$ cat config.mk
export PLATFORM = sky130hd
export DESIGN_NAME = anc_front
export DESIGN_NICKNAME = d
export VERILOG_FILES = /design/src/design/anc_pkg.sv /design/src/design/anc_front.sv
export SDC_FILE = /design/constraint.sdc
export NUM_CORES = 1
export LEC_CHECK = 0
export CORE_AREA = 4 4 142 144
export CTS_BUF_LIST = sky130_fd_sc_hd__clkbuf_8
export DETAILED_ROUTE_END_ITERATION = 10
export DIE_AREA = 0 0 146 148
export DONT_BUFFER_PORTS = 1
export HOLD_SLACK_MARGIN = 0.02
export PLACE_DENSITY_LB_ADDON = 0.1
export REMOVE_ABC_BUFFERS = 1
export SYNTH_ARGS = -nofsm -noshare
export SYNTH_HDL_FRONTEND = slang
export SYNTH_SLANG_ARGS = --single-unit
export TNS_END_PERCENT = 10
$ cat constraint.sdc
create_clock -name clk -period 11.5 [get_ports clk]
set_clock_uncertainty 0.05 [all_clocks]
set_input_delay 1.725 -clock clk [delete_from_list [all_inputs] [get_ports clk]]
set_output_delay 1.725 -clock clk [all_outputs]
set_load 0.02 [all_outputs]
$ cat src/design/anc_pkg.sv
`timescale 1ns / 1ps
// ----------------------------------------------------------------------------
// anc_pkg: shared types and constants for the neighbor cache
// Slot state codes, command codes and the word that moves from front to back.
// ----------------------------------------------------------------------------
package anc_pkg;

  localparam logic [1:0] ST_FREE       = 2'd0;
  localparam logic [1:0] ST_INCOMPLETE = 2'd1;
  localparam logic [1:0] ST_REACHABLE  = 2'd2;
  localparam logic [1:0] ST_FAILED     = 2'd3;

  localparam logic [1:0] CMD_RESOLVE = 2'd0;
  localparam logic [1:0] CMD_LEARN   = 2'd1;
  localparam logic [1:0] CMD_SWEEP   = 2'd2;
  localparam logic [1:0] CMD_RSVD    = 2'd3;

  localparam logic [1:0] CFG_LIFETIME = 2'd0;
  localparam logic [1:0] CFG_INTERVAL = 2'd1;
  localparam logic [1:0] CFG_HOLDOFF  = 2'd2;
  localparam logic [1:0] CFG_LIMIT    = 2'd3;

  typedef struct packed {
    logic [1:0]  command;
    logic [31:0] target_ip;
    logic [47:0] learned_mac;
    logic [63:0] now_ticks;
  } cmd_word_t;

  typedef struct packed {
    logic        resolved;
    logic [47:0] resolved_mac;
    logic        send_probe;
    logic        table_full;
    logic [6:0]  live_entries;
  } rsp_word_t;

  // true when at least span ticks have passed since then, or then lies after now
  function automatic logic aged(input logic [63:0] now, input logic [63:0] then_t,
                                input logic [47:0] span);
    logic [63:0] diff;
    diff = now - then_t;
    return (now < then_t) || (diff >= {16'd0, span});
  endfunction

endpackage

$ cat src/design/anc_front.sv
`timescale 1ns / 1ps
// ----------------------------------------------------------------------------
// anc_front: command intake
// Accept words, zero the learned MAC unless the command is a learn, push into a queue.
// ----------------------------------------------------------------------------
module anc_front #(
  parameter int DEPTH = 2
) (
  input  logic               clk,
  input  logic               rst_n,
  input  logic               in_valid,
  output logic               in_ready,
  input  logic [1:0]         in_command,
  input  logic [31:0]        in_target_ip,
  input  logic [47:0]        in_learned_mac,
  input  logic [63:0]        in_now_ticks,
  output logic               q_valid,
  input  logic               q_pop,
  output anc_pkg::cmd_word_t q_word
);
  import anc_pkg::*;

  localparam int AW = (DEPTH > 1) ? $clog2(DEPTH) : 1;

  cmd_word_t     mem_r [DEPTH];
  logic [AW-1:0] wp_r, wp_nxt, rp_r, rp_nxt;
  logic [AW:0]   cnt_r, cnt_nxt;
  cmd_word_t     w;
  logic          push;

  always_comb begin
    w.command     = in_command;
    w.target_ip   = in_target_ip;
    w.now_ticks   = in_now_ticks;
    w.learned_mac = (in_command == CMD_LEARN) ? in_learned_mac : 48'd0;
  end

  assign in_ready = (cnt_r != (AW+1)'(DEPTH));
  assign push     = in_valid && in_ready;
  assign q_valid  = (cnt_r != '0);
  assign q_word   = mem_r[rp_r];

  always_comb begin
    wp_nxt  = wp_r;
    rp_nxt  = rp_r;
    cnt_nxt = cnt_r;
    if (push) begin
      wp_nxt = (wp_r == AW'(DEPTH-1)) ? '0 : wp_r + 1'b1;
    end
    if (q_pop && q_valid) begin
      rp_nxt = (rp_r == AW'(DEPTH-1)) ? '0 : rp_r + 1'b1;
    end
    cnt_nxt = cnt_r + (AW+1)'(push) - (AW+1)'(q_pop && q_valid);
  end

  always_ff @(posedge clk) begin
    if (push) begin
      mem_r[wp_r] <= w;
    end
    if (!rst_n) begin
      wp_r  <= '0;
      rp_r  <= '0;
      cnt_r <= '0;
    end else begin
      wp_r  <= wp_nxt;
      rp_r  <= rp_nxt;
      cnt_r <= cnt_nxt;
    end
  end
endmodule

==> results.txt <==
The flow ran to the end, and the final reports show no timing, DRC or antenna violations. The final total negative setup slack is 0 ps. The wire length on met2 is 10.0 mm. The number of global-route vias before repair came to a little over 5000. From left edge to right edge, the die measures 146 um. In this run the number of H-tree levels came out at 2. The routed wire length came out at 20.7 mm.

The smallest clock period supported by the final layout is computed as approximately 4700 ps. The tree is rooted in a clkbuf_8. The number of pins exceeding their max-slew limit in the final report is 0. The data arrival time at the worst-slack endpoint came out at just under 3000 ps. The number of enable flip-flop cells after synthesis came out at approximately 290. The total iterations of the first detailed-routing run came out at 4. The worst voltage drop across the vdd grid is 0.137 mV. The number of warnings printed during yosys synthesis is 0. Clock tree synthesis inserted a total of between 40 and 50 buffers. The critical path is of the flop to output port type. The depth of the worst register-to-register path came out at 3. The number of buffers added on ports is 0. The number of buffers inserted by hold repair at cts came out at 0. The die covers approximately 22000 um2. The synthesis-to-layout area growth came out at 7.97%. The pin count of the biggest net entering global routing is 85. Setup repair after global routing left no endpoint under its margin. The synthesized netlist devotes less than 1% of its cell area to compound gates.

Clock latency on the worst-skew pair, taken at its later pin, is ~520 ps. For flop-to-flop paths, the worst setup slack is ~8500 ps. In this run the critical register-to-register path is launched from cnt_r[0]. For the pin with the worst max-slew slack, the measured transition is about 1100 ps.

The final cell area excluding filler cells came out at 12100 um2. The residual overflow from global routing is 0. The share of synthesized area spent on multiplexers is 14.8%. The number of instances in the synthesized netlist is ~540.

The top cell types in the final layout, fill and taps aside, are 292 x edfxtp_1, 146 x mux2_2, 47 x clkbuf_8. The cell depth of the worst min-delay path came out at 2. After synthesis, flip-flops and latches occupy between 70 and 80% of the total area. The path with the worst hold slack has its endpoint at rp_r. The topmost layer with routed signal wires is met5. The required time of the worst setup path came out at a little under 10000 ps. Of the total synthesized cell area, the portion taken by XOR and XNOR cells is 0.0781%. The number of max-cap violations is 0. In this run the critical register-to-register path is captured at mem_r[1][68]. TritonCTS built the clock tree.

The mean instance size in the synthesized netlist came out at around 21 um2. The combinational family with the most area after synthesis is multiplexers. The wire length the detailed router placed on met1 is 7.48 mm. The initial core utilization is 59.9%. The top-level port count came out at a little under 300. The area of the core came out at about 19000 um2. Summing the areas of all and, or, nand and nor instances in the mapped netlist gives under 10% of the synthesized area. The post-synthesis adder-cell area fraction is less than 1%. The share of the clock period used by the worst path after layout came out at about two fifths.

In the synthesized netlist the async set-or-reset flop fraction comes to 0%. The number of library cell types mapped by synthesis came out at 28. Of all nets on the critical path, the largest fanout is 84. The count of final setup violators is 0. The net count reported at finish came out at 718. The slack of the critical path is slightly below 7000 ps. Leaving out fill and tap cells, the most frequent cell in the layout is edfxtp_1. The maximum number of buffers from clock root to sink is 3.

For this run, the top clock speed supported by timing is between 0.2 and 0.25 GHz. The type of the worst min-delay path is flop to flop. The initial antenna violation count came out at 6. The final number of hold-violating endpoints is 0. The overall track demand over capacity in global routing came out at around a fifth. The worst hold path begins at rp_r. The tightest hold margin is between 500 and 600 ps. In this run the vertical extent of the chip is about 150 um. The number of nets still failing antenna checks after routing came out at 0. Synthesis inferred approximately 300 register bits. The area of the mapped netlist is about 11000 um2. Dividing the detail-routed via count by the number of cells gives around 5.8.

The half-perimeter wire length after detailed placement is about 13 mm. The number of DRC markers after the initial detailed-route iteration came out at 239. The leakage power figure is roughly 4.1 nW. In this run, post-CTS repair resized a total of 0 instances.

After detailed routing, the met3 layer carries ~2.8 mm of wire. The clock slew seen by the registers of the worst setup and hold paths came out at 60 ps. The power density normalized to cell area is about 220 nW/um2. For this design, the sink count on the clock tree is ~300. The per-cell routed wire length is between 20 and 25 um. The total setup buffers inserted after CTS came out at 0. The worst setup path is launched from a flop. For this run, the leading register cell type out of synthesis is edfxtp_1. The final weighted congestion in routability-driven placement is approximately 0.78. Summing all placed instances gives a cell area of ~11000 um2. The post-detailed-route DRC marker count came out at 0. The number of standard-cell rows in the floorplan came out at 50.

The first global-routing pass estimated 30.8 mm of wire. The endpoint type of the worst setup path is an output port. The remaining max-slew budget at the tightest pin came out at about 27%.

The total power draw is 2.62 mW. The placement-stage worst setup slack came out at between 7000 and 8000 ps. The fraction of layout cells with a size suffix above 1 is a little over a third. The number of vias in the routed layout is about 4800.
-- cells by family after synthesis --
kind of cell / after synthesis
compound gates: 7
xor+xnor: 1
fa+ha+maj: 1
buf+inv: 22
flops: 297
mux: 147
simple gates: 62
-- cells in the mapped netlist (2+ instances only) --
cell type / count / share of area [%]
buf_6: 16 / 1.6
and2_2: 10 / 0.67
clkbuf_1: 3 / 0.10
mux2_2: 146 / 15
and2_1: 41 / 2.3
edfxtp_1: 292 / 78
o21ai_0: 2 / 0.089
a21bo_2: 2 / 0.18
nor2_1: 2 / 0.067
dfxtp_1: 5 / 0.89
-- cell type report --
class / count / area, um2
Tap cell: 234 / 293
Timing Repair Buffer: 3 / 22.5
Antenna cell: 3 / 7.51
Sequential cell: 297 / 8870
Clock buffer: 47 / 647
Multi-Input combinational cell: 218 / 2140
Clock inverter: 28 / 111
Fill cell: 1261 / 6600
Inverter: 1 / 8.76
-- through the flow --
stage,util [%],instances
4_1_cts,64.7,828
6_report,64.7,831
2_1_floorplan,-,516
3_3_place_gp,60.6,753
3_5_place_dp,60.6,753
5_1_grt,64.7,831
-- worst max-delay path, cell delays in order, from the launching register on --
cell     delay (ps)
dfxtp_4         890
buf_4           900
mux2_2          500
-- state kept, by name (all words and copies together) (netlist names), named ones only --
name and count:
wp_r 1, cnt_r 2, rp_r 1, mem_r 292
-- power breakdown --
part           total, mW  internal, mW  switching [mW]
logic              0.510         0.166           0.343
clock network      0.737         0.374           0.363
registers           1.37          1.32          0.0518
total               2.62          1.86           0.758
-- worst max-delay path by stage --
stage                             to  slack, ps
after detailed placement  q_word[87]       7290
after CTS                 q_word[87]       6710
after floorplan            q_word[0]       5580
final                     q_word[87]       6760
after global placement    q_word[87]       7380
after global routing      q_word[87]       6570
-- routing by layer --
layer	global-route usage (%)	vias up
li1	-	2147
met1	21.4	2375
met2	29.6	230
met3	10.9	45
met4	6.07	6
met5	0	-
No activity file was read; power rests on OpenSTA's default activity.
